<file path="src/design/cdtp_pkg.sv">
// Shared constants and helper functions for the cookie date token parser.
`timescale 1ns / 1ps
`default_nettype none
package cdtp_pkg;

    localparam int unsigned BYTE_W    = 8;
    localparam int unsigned VAL_W     = 7;
    localparam int unsigned YEAR_W    = 14;
    localparam int unsigned MONTH_W   = 4;
    localparam int unsigned PHASE_W   = 3;
    localparam int unsigned NDC_W     = 3;
    localparam int unsigned TDATA_IN  = 8;
    localparam int unsigned TDATA_OUT = 48;

    // time token phases
    localparam logic [PHASE_W-1:0] PH_HOUR = 3'd0;
    localparam logic [PHASE_W-1:0] PH_MIN  = 3'd1;
    localparam logic [PHASE_W-1:0] PH_SEC  = 3'd2;
    localparam logic [PHASE_W-1:0] PH_OK   = 3'd3;
    localparam logic [PHASE_W-1:0] PH_FAIL = 3'd4;

    // found flag bits
    localparam int unsigned FND_TIME  = 0;
    localparam int unsigned FND_DAY   = 1;
    localparam int unsigned FND_MONTH = 2;
    localparam int unsigned FND_YEAR  = 3;

    localparam logic [BYTE_W-1:0] CH_ZERO  = 8'h30;
    localparam logic [BYTE_W-1:0] CH_NINE  = 8'h39;
    localparam logic [BYTE_W-1:0] CH_COLON = 8'h3A;
    localparam logic [BYTE_W-1:0] CH_UP_A  = 8'h41;
    localparam logic [BYTE_W-1:0] CH_UP_Z  = 8'h5A;
    localparam logic [BYTE_W-1:0] CASE_OFS = 8'h20;

    localparam logic [YEAR_W-1:0] YEAR_MIN     = 14'd1601;
    localparam logic [YEAR_W-1:0] YEAR_TWO_LIM = 14'd100;
    localparam logic [YEAR_W-1:0] YEAR_PIVOT   = 14'd70;
    localparam logic [YEAR_W-1:0] YEAR_BASE_20 = 14'd2000;
    localparam logic [YEAR_W-1:0] YEAR_BASE_19 = 14'd1900;

    function automatic logic is_delim(input logic [BYTE_W-1:0] c);
        return c inside {8'h09, [8'h20:8'h2F], [8'h3B:8'h40], [8'h5B:8'h60], [8'h7B:8'h7E]};
    endfunction

    // lowercased three-letter prefix to month number, 0 when no match
    function automatic logic [MONTH_W-1:0] month_code(input logic [23:0] w);
        logic [MONTH_W-1:0] m;
        case (w)
            "jan":   m = 4'd1;
            "feb":   m = 4'd2;
            "mar":   m = 4'd3;
            "apr":   m = 4'd4;
            "may":   m = 4'd5;
            "jun":   m = 4'd6;
            "jul":   m = 4'd7;
            "aug":   m = 4'd8;
            "sep":   m = 4'd9;
            "oct":   m = 4'd10;
            "nov":   m = 4'd11;
            "dec":   m = 4'd12;
            default: m = 4'd0;
        endcase
        return m;
    endfunction

endpackage
`default_nettype wire

</file>
<file path="src/design/cookie_date_token_parser.sv">
// Top level: byte-serial cookie date parser with registered input and result.
`timescale 1ns / 1ps
`default_nettype none
// Cookie date parser (RFC 6265 5.1.1). Takes one date-string byte per item on
// the s_ side, tlast on the final byte, and gives one result item per string on
// the m_ side. Bytes are split at delimiter bytes into tokens; each token is tried
// as time, day, month, then year, each kind taken once. The result carries a
// valid flag and the fields (two-digit years fixed up), or all zeros when the
// date is invalid; the parser then starts fresh. Rate: one byte per clock, as
// long as no last byte is held. A byte lands in an input register, and then the
// token state is updated from it by one shallow pass of logic; the result
// register loads on the edge that updates the state with the last byte, and
// m_tvalid rises with it. Ready only drops when a last byte sits in the input
// register while the previous result is still waiting on m_tready.
module cookie_date_token_parser
    import cdtp_pkg::*;
(
    input  wire logic                 aclk,
    input  wire logic                 aresetn,
    input  wire logic                 s_tvalid,
    output logic                      s_tready,
    input  wire logic [TDATA_IN-1:0]  s_tdata,   // [7:0] char_byte
    input  wire logic                 s_tlast,   // last_byte
    output logic                      m_tvalid,
    input  wire logic                 m_tready,
    output logic [TDATA_OUT-1:0]      m_tdata    // [0] date_valid, [14:1] year_out,
                                                 // [18:15] month_out, [23:19] day_out,
                                                 // [28:24] hour_out, [34:29] minute_out,
                                                 // [40:35] second_out, [47:41] zero
);

    // input register
    logic              in_valid_reg;
    logic [BYTE_W-1:0] in_byte_reg;
    logic              in_last_reg;

    // parse state
    logic [3:0]         found_reg,   found_next;
    logic [VAL_W-1:0]   hour_reg,    hour_next;
    logic [VAL_W-1:0]   minute_reg,  minute_next;
    logic [VAL_W-1:0]   second_reg,  second_next;
    logic [VAL_W-1:0]   day_reg,     day_next;
    logic [MONTH_W-1:0] month_reg,   month_next;
    logic [YEAR_W-1:0]  year_reg,    year_next;
    logic [1:0]         tpos_reg,    tpos_next;
    logic               in_tok_reg,  in_tok_next;
    logic [PHASE_W-1:0] phase_reg,   phase_next;
    logic [1:0]         tdc_reg,     tdc_next;
    logic [YEAR_W-1:0]  acc_reg,     acc_next;
    logic [NDC_W-1:0]   ndc_reg,     ndc_next;
    logic               nstop_reg,   nstop_next;
    logic [23:0]        letters_reg, letters_next;

    // result register
    logic                 out_valid_reg;
    logic [TDATA_OUT-1:0] out_data_reg, out_data_next;

    logic slot_free;
    logic advance;

    assign slot_free = !out_valid_reg || m_tready;
    // a last byte needs room in the result register, other bytes never stall
    assign advance   = in_valid_reg && (!in_last_reg || slot_free);
    assign s_tready  = !in_valid_reg || advance;
    assign m_tvalid  = out_valid_reg;
    assign m_tdata   = out_data_reg;

    always_comb begin : step_logic
        logic [BYTE_W-1:0]  c;
        logic               dig;
        logic [3:0]         d;
        logic [VAL_W-1:0]   slot;
        logic               time_ok;
        logic               day_ok;
        logic               year_ok;
        logic [MONTH_W-1:0] mon;
        logic [YEAR_W-1:0]  yfix;
        logic               ok;

        found_next   = found_reg;
        hour_next    = hour_reg;
        minute_next  = minute_reg;
        second_next  = second_reg;
        day_next     = day_reg;
        month_next   = month_reg;
        year_next    = year_reg;
        tpos_next    = tpos_reg;
        in_tok_next  = in_tok_reg;
        phase_next   = phase_reg;
        tdc_next     = tdc_reg;
        acc_next     = acc_reg;
        ndc_next     = ndc_reg;
        nstop_next   = nstop_reg;
        letters_next = letters_reg;
        slot         = '0;

        c   = in_byte_reg;
        dig = (c >= CH_ZERO) && (c <= CH_NINE);
        d   = c[3:0];

        // token byte
        if (!is_delim(c)) begin
            in_tok_next = 1'b1;
            if (tpos_reg != 2'd3) begin
                letters_next = {letters_reg[15:0],
                                ((c >= CH_UP_A) && (c <= CH_UP_Z)) ? (c + CASE_OFS) : c};
                tpos_next    = tpos_reg + 2'd1;
            end
            // leading digit run, only the first four digits accumulate
            if (!nstop_reg) begin
                if (dig) begin
                    if (ndc_reg < NDC_W'(5)) begin
                        ndc_next = ndc_reg + NDC_W'(1);
                    end
                    if (ndc_next <= NDC_W'(4)) begin
                        acc_next = {acc_reg[YEAR_W-4:0], 3'b000} + {acc_reg[YEAR_W-2:0], 1'b0}
                                 + YEAR_W'(d);
                    end
                end else begin
                    nstop_next = 1'b1;
                end
            end
            // h:m:s matcher
            if (!found_reg[FND_TIME] && (phase_reg < PH_OK)) begin
                if (dig) begin
                    if (tdc_reg >= 2'd2) begin
                        phase_next = PH_FAIL;
                    end else begin
                        case (phase_reg)
                            PH_HOUR: slot = hour_reg;
                            PH_MIN:  slot = minute_reg;
                            default: slot = second_reg;
                        endcase
                        if (tdc_reg == 2'd0) begin
                            slot = VAL_W'(d);
                        end else begin
                            slot = {slot[3:0], 3'b000} + {slot[5:0], 1'b0} + VAL_W'(d);
                        end
                        case (phase_reg)
                            PH_HOUR: hour_next   = slot;
                            PH_MIN:  minute_next = slot;
                            default: second_next = slot;
                        endcase
                        tdc_next = tdc_reg + 2'd1;
                    end
                end else if (tdc_reg == 2'd0) begin
                    phase_next = PH_FAIL;
                end else if (phase_reg == PH_SEC) begin
                    phase_next = PH_OK;
                end else if (c == CH_COLON) begin
                    phase_next = phase_reg + PHASE_W'(1);
                    tdc_next   = 2'd0;
                end else begin
                    phase_next = PH_FAIL;
                end
            end
        end

        // token end: at a delimiter, or at the last byte
        time_ok = (phase_next == PH_OK) || ((phase_next == PH_SEC) && (tdc_next != 2'd0));
        day_ok  = (ndc_next >= NDC_W'(1)) && (ndc_next <= NDC_W'(2));
        year_ok = (ndc_next >= NDC_W'(2)) && (ndc_next <= NDC_W'(4));
        mon     = (tpos_next == 2'd3) ? month_code(letters_next) : '0;
        if ((is_delim(c) || in_last_reg) && in_tok_next) begin
            if (!found_reg[FND_TIME] && time_ok) begin
                found_next[FND_TIME] = 1'b1;
            end else if (!found_reg[FND_DAY] && day_ok) begin
                found_next[FND_DAY] = 1'b1;
                day_next            = acc_next[VAL_W-1:0];
            end else if (!found_reg[FND_MONTH] && (mon != '0)) begin
                found_next[FND_MONTH] = 1'b1;
                month_next            = mon;
            end else if (!found_reg[FND_YEAR] && year_ok) begin
                found_next[FND_YEAR] = 1'b1;
                year_next            = acc_next;
            end
            tpos_next    = '0;
            in_tok_next  = 1'b0;
            phase_next   = PH_HOUR;
            tdc_next     = '0;
            acc_next     = '0;
            ndc_next     = '0;
            nstop_next   = 1'b0;
            letters_next = '0;
        end

        // final check
        if (year_next < YEAR_TWO_LIM) begin
            yfix = year_next + ((year_next < YEAR_PIVOT) ? YEAR_BASE_20 : YEAR_BASE_19);
        end else begin
            yfix = year_next;
        end
        ok = (found_next == 4'hF) && (day_next >= VAL_W'(1)) && (day_next <= VAL_W'(31))
          && (yfix >= YEAR_MIN) && (hour_next <= VAL_W'(23))
          && (minute_next <= VAL_W'(59)) && (second_next <= VAL_W'(59));
        out_data_next = '0;
        if (ok) begin
            out_data_next = {7'b0, second_next[5:0], minute_next[5:0], hour_next[4:0],
                             day_next[4:0], month_next, yfix, 1'b1};
        end

        // string done: back to the reset state
        if (in_last_reg) begin
            found_next  = '0;
            hour_next   = '0;
            minute_next = '0;
            second_next = '0;
            day_next    = '0;
            month_next  = '0;
            year_next   = '0;
        end
    end

    always_ff @(posedge aclk) begin
        if (!aresetn) begin
            in_valid_reg  <= 1'b0;
            in_last_reg   <= 1'b0;
            out_valid_reg <= 1'b0;
            found_reg     <= '0;
            hour_reg      <= '0;
            minute_reg    <= '0;
            second_reg    <= '0;
            day_reg       <= '0;
            month_reg     <= '0;
            year_reg      <= '0;
            tpos_reg      <= '0;
            in_tok_reg    <= 1'b0;
            phase_reg     <= PH_HOUR;
            tdc_reg       <= '0;
            acc_reg       <= '0;
            ndc_reg       <= '0;
            nstop_reg     <= 1'b0;
            letters_reg   <= '0;
        end else begin
            if (s_tready) begin
                in_valid_reg <= s_tvalid;
            end
            if (s_tvalid && s_tready) begin
                in_last_reg <= s_tlast;
            end
            if (advance) begin
                found_reg   <= found_next;
                hour_reg    <= hour_next;
                minute_reg  <= minute_next;
                second_reg  <= second_next;
                day_reg     <= day_next;
                month_reg   <= month_next;
                year_reg    <= year_next;
                tpos_reg    <= tpos_next;
                in_tok_reg  <= in_tok_next;
                phase_reg   <= phase_next;
                tdc_reg     <= tdc_next;
                acc_reg     <= acc_next;
                ndc_reg     <= ndc_next;
                nstop_reg   <= nstop_next;
                letters_reg <= letters_next;
            end
            if (advance && in_last_reg) begin
                out_valid_reg <= 1'b1;
            end else if (m_tready) begin
                out_valid_reg <= 1'b0;
            end
        end
    end

    // payload registers, no reset
    always_ff @(posedge aclk) begin
        if (s_tvalid && s_tready) begin
            in_byte_reg <= s_tdata[BYTE_W-1:0];
        end
        if (advance && in_last_reg) begin
            out_data_reg <= out_data_next;
        end
    end

`ifndef SYNTH
    // a valid date always carries a month from the name table
    assert property (@(posedge aclk) disable iff (!aresetn)
        (out_valid_reg && out_data_reg[0]) |->
            ((out_data_reg[18:15] != 4'd0) && (out_data_reg[18:15] <= 4'd12)))
        else $error("valid date with month out of range");

    // an invalid date has all fields zero
    assert property (@(posedge aclk) disable iff (!aresetn)
        (out_valid_reg && !out_data_reg[0]) |-> (out_data_reg == '0))
        else $error("invalid date with nonzero fields");

    // the parser starts fresh after each string
    assert property (@(posedge aclk) disable iff (!aresetn)
        (advance && in_last_reg) |=> ((found_reg == '0) && !in_tok_reg && (acc_reg == '0)))
        else $error("parse state not cleared after last byte");
`endif

endmodule
`default_nettype wire

</file>
<file path="config.mk">
export PLATFORM = sky130hd
export DESIGN_NAME = cookie_date_token_parser
export DESIGN_NICKNAME = d
export VERILOG_FILES = /design/src/design/cdtp_pkg.sv /design/src/design/cookie_date_token_parser.sv
export SDC_FILE = /design/constraint.sdc
export NUM_CORES = 1
export LEC_CHECK = 0
export BUFFER_PORTS_ARGS = -buffer_cell sky130_fd_sc_hd__buf_2
export CORE_ASPECT_RATIO = 0.75
export CORE_MARGIN = 4
export CORE_UTILIZATION = 30
export DETAILED_ROUTE_END_ITERATION = 6
export PLACE_DENSITY_LB_ADDON = 0.3
export SLEW_MARGIN = 20
export SYNTH_ARGS = -nofsm -noshare
export SYNTH_HDL_FRONTEND = slang
export SYNTH_SLANG_ARGS = --single-unit
</file>
<file path="constraint.sdc">
create_clock -name aclk -period 10.14 [get_ports aclk]
set_input_delay 0.507 -clock aclk [delete_from_list [all_inputs] [get_ports aclk]]
set_output_delay 0.507 -clock aclk [all_outputs]
set_load 0.1 [all_outputs]
</file>
==> impl_metrics.py, run 1 <==
metrics = {
    "clocking": {
        "root_buffer": "clkbuf_16",
        "tritoncts": "built",
        "clk_latency_ns": 0.44,
        "clkTransAtPathRegs_ns": 0.06,
        "numClockSinks": 152,
        "cts_buffers": 17,
        "hold_buffers": 0,
        "htreeDepth": 4,
        "cts.path.max_buffers": 2,
        "cts_post_setup_buffers_inserted": 0,
        "cts_resized": 0,
    },
    "floorplanning": {
        "fp.coreArea_um2": 32700,
        "pin_count": 63,
        "die_y_um": 166,
        "die_w_um": 219,
        "rows": 57,
        "start_util_pct": 30.7,
        "dieArea_um2": 36500,
    },
    "synthesis": {
        "synth_cell_type_count": 95,
        "synth_area_per_cell_um2": 8.72,
        "syn_inst": 1151,
        "synth_area_um2": 10000,
        "synth_edf_count": 49,
        "synth-seq-area-share_pct": 35.2,
        "synth_flop_cell": "dfxtp_1",
        "ys_warn_count": 0,
        "synth.ff_latch_count": 152,
        "ys_async_sr_fraction_pct": 0,
    },
    "setup_path": {
        "setup.worst_path.class": "reg -> reg",
        "cp.required_ns": 10.29,
        "cp_max_fo": 21,
        "critPathMaxStageDelay_ns": 0.74,
        "arrival_ns": 8.13,
        "regToRegSetupSlack_ns": 2.16,
        "end_kind": "flop",
        "r2r-end": "m_tdata[15]",
        "critPathLaunchType": "flop",
        "worstPathCellList": "or4_4 > or4_4 > o211a_2 > and2_1 > mux2i_2 > or4_1 > or2_1 > inv_1 > nand2_1 > nor2_1 > o221ai_1 > a21oi_1 > a21oi_1 > ha_1 > a21o_1 > a21oi_1 > xnor2_1 > nor4_1 > nand3_1 > o2111ai_1 > nand4_2 > a22oi_4 > nor2_1",
        "cp_top_family": "simple AND/OR/NAND/NOR gates",
        "worst-path-buf-inv": 1,
        "reg2regPathDepth": 23,
        "slowest_stage": "mux2i_2",
        "cpMostUsedCell": "a21oi_1",
        "crit_start": "in_byte_reg[2]",
        "r2r_start": "in_byte_reg[2]",
    },
    "power_and_ir_drop": {
        "power_mw": 1.40,
        "ir_drop_v": 0.000113,
        "p_per_area_nw_per_um2": 125,
        "p_leak_nw": 4.15,
    },
    "grt": {
        "grt_pass1_vias": 8114,
        "antenna_found_initial": 0,
        "grt_pass1_wl_um": 47500,
        "grt_max_degree": 99,
        "gr-total-overflow": 0,
        "track_usage_pct": 16.3,
    },
    "drt": {
        "vias": 8880,
        "drt-pass1-iter-count": 5,
        "viasPerCell": 5.46,
        "routed_wl_um": 30200,
        "ant_nets": 0,
        "drt_iter0_drc": 863,
        "drcViolationCount": 0,
        "drt-wirelength-per-cell_um": 18.5,
    },
    "timing": {
        "fin_skew_ns": 0.0138,
        "final-hold-violation-count": 0,
        "slew_viol_final": 0,
        "worstMarginPinSlew_ns": 1.07,
        "min_period_ns": 7.98,
        "rsz0062_at_grt": "false",
        "finalCritPeriodShare_pct": 78.7,
        "max_freq_mhz": 125,
        "finalSetupViolCount": 0,
        "maxSlewHeadroom_pct": 28.7,
        "setup_tns_ns": 0,
    },
    "run": {
        "cap_viol_max_count": 0,
    },
    "worst_hold_path": {
        "worstHoldPathCells": 1,
        "hold_start": "s_tdata[6]",
        "min_path_type": "in -> reg",
        "min_to": "in_byte_reg[6]",
    },
    "layout": {
        "drive_gt1_share_pct": 13.7,
        "nNetsFinal": 1234,
        "area_delta_synth_final_pct": 11.8,
        "largest_reg_flops": 41,
    },
    "place": {
        "io_buffer_count": 55,
        "dpl.hpwl_um": 22100,
        "place.gp.congestion": 0.932,
    },
    "run_status": {
        "status": "completed",
    },
}
-- metrics by stage --
stage	util, %	setup WS [ns]	instances	area (um^2)	hold WS (ns)
4_1_cts	34.3	2.28	1626	11200	0.232
5_1_grt	34.3	1.57	1626	11200	0.236
2_1_floorplan	-	3.53	1157	10100	0.441
3_5_place_dp	32.6	2.29	1595	10600	0.469
3_3_place_gp	32.6	2.50	1595	10600	0.454
6_report	34.3	2.16	1627	11200	0.249
-- final cells by class --
class,count,area [um^2]
diodes,1,2.50
clock buffers,19,433
clock inverters,12,129
fillers,3424,21400
inverters,27,101
multi-input cells,904,6080
flip-flops and latches,152,3530
well taps,442,553
repair buffers,70,388
-- placed cells by master (no fill, tap or decap), types with 26 or more instances in the layout --
cell type    n
mux2i_1     36
nor2b_1     76
nor3_1      35
dfxtp_1    103
nor2_1      79
ha_1        44
and2_1      33
nand2_1    103
inv_1       26
buf_2       55
a21oi_1     53
nand3_1     27
o21ai_0     67
edfxtp_1    49
a22oi_1     62
-- metal layers --
| layer | GRT usage (%) | share of wire (%) | vias to the layer above |
|---|---|---|---|
| met4 | 3.19 | 0.91 | 0 |
| met2 | 20.5 | 38 | 298 |
| met5 | 0 | 0 | - |
| met3 | 3.37 | 6.6 | 20 |
| li1 | - | - | 4290 |
| met1 | 27.6 | 55 | 4272 |
-- logic make-up (layout without fill, tap and decap cells) --
kind of cell | after synthesis | after routing | synth area share [%]
muxes | 46 | 46 | 4.81
xor gates and xnor gates | 18 | 18 | 1.57
buffers and inverters | 101 | 128 | 4.55
other | 1 | 8 | 0.0374
AOI/OAI and AO/OA | 302 | 302 | 20.8
adders and majority gates | 49 | 49 | 6.48
DFF | 152 | 152 | 35.2
and+or+nand+nor | 482 | 482 | 26.5
-- how the worst max path moves through the flow --
stage	cells after the start	endpoint	slack [ns]
after floorplan	27	m_tdata[38]	3.53
after global placement	23	m_tdata[15]	2.50
after detailed placement	23	m_tdata[17]	2.29
after CTS	23	m_tdata[17]	2.28
after global routing	23	m_tdata[17]	1.57
final	23	m_tdata[15]	2.16
-- cell usage after synthesis (all sizes together), types with 7 or more instances --
master | count | share of area, %
dfxtp | 103 | 21
nand2 | 103 | 3.9
nor2 | 89 | 3.6
nor2b | 76 | 4.7
o21ai | 76 | 3.8
a22oi | 64 | 5.0
a21oi | 55 | 2.9
clkbuf | 53 | 2.0
edfxtp | 49 | 15
ha | 44 | 5.5
nor3 | 43 | 2.5
mux2i | 37 | 3.7
and2 | 33 | 2.1
inv | 27 | 1.0
nand3 | 27 | 1.3
buf | 21 | 1.6
nor4 | 19 | 1.2
a31oi | 12 | 0.75
and3 | 12 | 0.80
nand4 | 12 | 0.81
o21a | 10 | 0.75
xnor2 | 10 | 0.87
a21boi | 9 | 0.79
mux2 | 9 | 1.1
nand2b | 9 | 0.56
a211oi | 8 | 0.65
nor4bb | 8 | 0.80
xor2 | 8 | 0.70
a21o | 7 | 0.52
nor3b | 7 | 0.52
or3 | 7 | 0.44
-- power by group --
part / internal, mW / total (mW) / switching [mW]
Combinational: 0.0334 / 0.116 / 0.0826
Sequential: 0.634 / 0.653 / 0.0190
Clock: 0.360 / 0.632 / 0.271
Total: 1.03 / 1.40 / 0.373
Note: power is estimated with default switching activity, not from simulation.
==> run 2: changes to the inputs <==
- clock period: 10.14 -> 8.3 ns (I/O delays scaled with it)
==> impl_metrics.py, run 2 (synthesis gave the netlist of run 1 again) <==
metrics = {
    "place": {
        "io_buffer_count": 55,
        "place_area_um2": 10700,
        "dpl.hpwl_um": 22300,
        "place.gp.congestion": 0.935,
    },
    "worst_hold_path": {
        "min_to": "in_byte_reg[4]",
        "worstHoldPathCells": 1,
        "min_path_type": "in -> reg",
        "hold_start": "s_tdata[4]",
    },
    "setup_path": {
        "cp.required_ns": 8.46,
        "reg2regPathDepth": 25,
        "regToRegSetupSlack_ns": 0.83,
        "arrival_ns": 7.62,
        "cp_max_fo": 19,
        "r2r-end": "m_tdata[6]",
        "end_kind": "flop",
        "setup.worst_path.class": "reg -> reg",
        "critPathLaunchType": "flop",
        "r2r_start": "in_byte_reg[1]",
    },
    "layout": {
        "seq_area_um2": 3530,
        "area_delta_synth_final_pct": 12.1,
        "largest_reg_flops": 41,
        "nNetsFinal": 1240,
        "design_area_um2": 11200,
        "final_cell_mix": "nand2_1 (103), dfxtp_1 (103), nor2_1 (79), nor2b_1 (76), o21ai_0 (67)",
        "nFillCells": 3423,
        "multi_input_area_um2": 6080,
        "n_antenna_cell": 0,
        "drive_gt1_share_pct": 13.9,
    },
    "grt": {
        "met3_usage_pct": 3.91,
        "antenna_found_initial": 0,
        "grt.busiest_layer": "met1",
        "track_usage_pct": 16.5,
        "gr-usage-met2_pct": 20.9,
        "grt_pass1_vias": 8295,
        "grt_pass1_wl_um": 48200,
        "grt_util_met1_pct": 27.4,
        "gr-total-overflow": 0,
        "grt_max_degree": 99,
    },
    "power_and_ir_drop": {
        "p_per_area_nw_per_um2": 150,
        "power_mw": 1.68,
        "ir_drop_v": 0.000143,
        "p_leak_nw": 4.17,
    },
    "clocking": {
        "clk_latency_ns": 0.44,
        "hold_buffers": 0,
        "cts_buffers": 17,
        "numClockSinks": 152,
        "clkTransAtPathRegs_ns": 0.06,
        "cts.path.max_buffers": 2,
        "cts_resized": 0,
        "root_buffer": "clkbuf_16",
        "htreeDepth": 4,
        "cts_post_setup_buffers_inserted": 0,
        "tritoncts": "built",
    },
    "drt": {
        "drt-pass1-iter-count": 5,
        "viasPerCell": 5.48,
        "drcViolationCount": 0,
        "drt_iter0_drc": 947,
        "vias": 8944,
        "ant_nets": 0,
        "routed_wl_um": 30500,
        "drt-wirelength-per-cell_um": 18.7,
    },
    "timing": {
        "min_period_ns": 7.47,
        "finalSetupViolCount": 0,
        "finalCritPeriodShare_pct": 90.0,
        "hold_slack_ns": 0.151,
        "rsz0062_at_grt": "false",
        "max_freq_mhz": 134,
        "slew_viol_final": 0,
        "fin_skew_ns": 0.00716,
        "setup_tns_ns": 0,
        "maxSlewHeadroom_pct": 24.8,
        "worstMarginPinSlew_ns": 1.13,
        "final-hold-violation-count": 0,
    },
    "floorplanning": {
        "start_util_pct": 30.7,
        "rows": 57,
        "die_w_um": 219,
        "pin_count": 63,
        "dieArea_um2": 36500,
        "fp.coreArea_um2": 32700,
        "die_y_um": 166,
    },
    "run_status": {
        "status": "completed",
    },
    "run": {
        "cap_viol_max_count": 0,
    },
}
run 2: cell count changes in the layout (fill, tap and decap cells not counted), sizes merged:
cell and change:
buf +6, clkinv +4, clkinvlp -3, bufinv -1, clkbuf +1, diode -1
run 2: per-layer routing:
| metal | routed length, um | up-vias |
|---|---|---|
| met4 | 266 | 0 |
| met3 | 2170 | 25 |
| met2 | 11800 | 294 |
| li1 | - | 4295 |
| met1 | 16200 | 4330 |
| met5 | 0 | - |
run 2: cell type report:
type / count / share of cell area, %
multi-input combinational: 904 / 54.1
sequential: 152 / 31.4
tap: 442 / 4.92
clock buffer: 20 / 3.88
timing repair buffer: 76 / 3.85
clock inverter: 12 / 0.935
inverter: 27 / 0.901
run 2: worst max-delay path by stage:
| stage | start | endpoint | slack [ns] | cells past startpoint |
|---|---|---|---|---|
| after floorplan | in_byte_reg[1] | m_tdata[38] | 1.69 | 27 |
| after global placement | in_byte_reg[1] | m_tdata[1] | 1.02 | 24 |
| after detailed placement | in_byte_reg[1] | m_tdata[6] | 0.85 | 25 |
| after CTS | in_byte_reg[1] | m_tdata[6] | 0.85 | 25 |
| after global routing | in_byte_reg[1] | m_tdata[6] | 0.28 | 24 |
| final | in_byte_reg[1] | m_tdata[6] | 0.83 | 25 |
run 2: critical path, cell delays in order (launching register included):
cell       delay (ns)
edfxtp_1         0.35
buf_4            0.21
or4_4            0.55
or4_4            0.54
o211a_2          0.18
and3_1           0.40
mux2_4           0.40
o31ai_2          0.27
o2111a_2         0.31
a21boi_4         0.10
nor2_4           0.35
mux2_2           0.44
inv_1            0.06
o221ai_1         0.12
a211oi_1         0.31
a21oi_1          0.17
ha_1             0.26
fa_1             0.41
a21oi_1          0.16
nor2_1           0.05
nor2_1           0.30
nor3_1           0.11
o2111ai_1        0.22
nand4_2          0.20
a21oi_4          0.56
nor3_1           0.15
run 2: through the flow:
stage / utilization, % / setup slack [ns] / std cells
after floorplan: - / 1.69 / 1157
final: 34.4 / 0.833 / 1633
after global placement: 32.7 / 1.02 / 1601
after global routing: 34.4 / 0.282 / 1633
after CTS: 34.4 / 0.852 / 1633
after detailed placement: 32.7 / 0.852 / 1601
run 2: power by group:
part	internal, mW	total [mW]	switching, mW
Sequential	0.774	0.792	0.0180
Combinational	0.0423	0.149	0.107
Clock	0.411	0.740	0.329
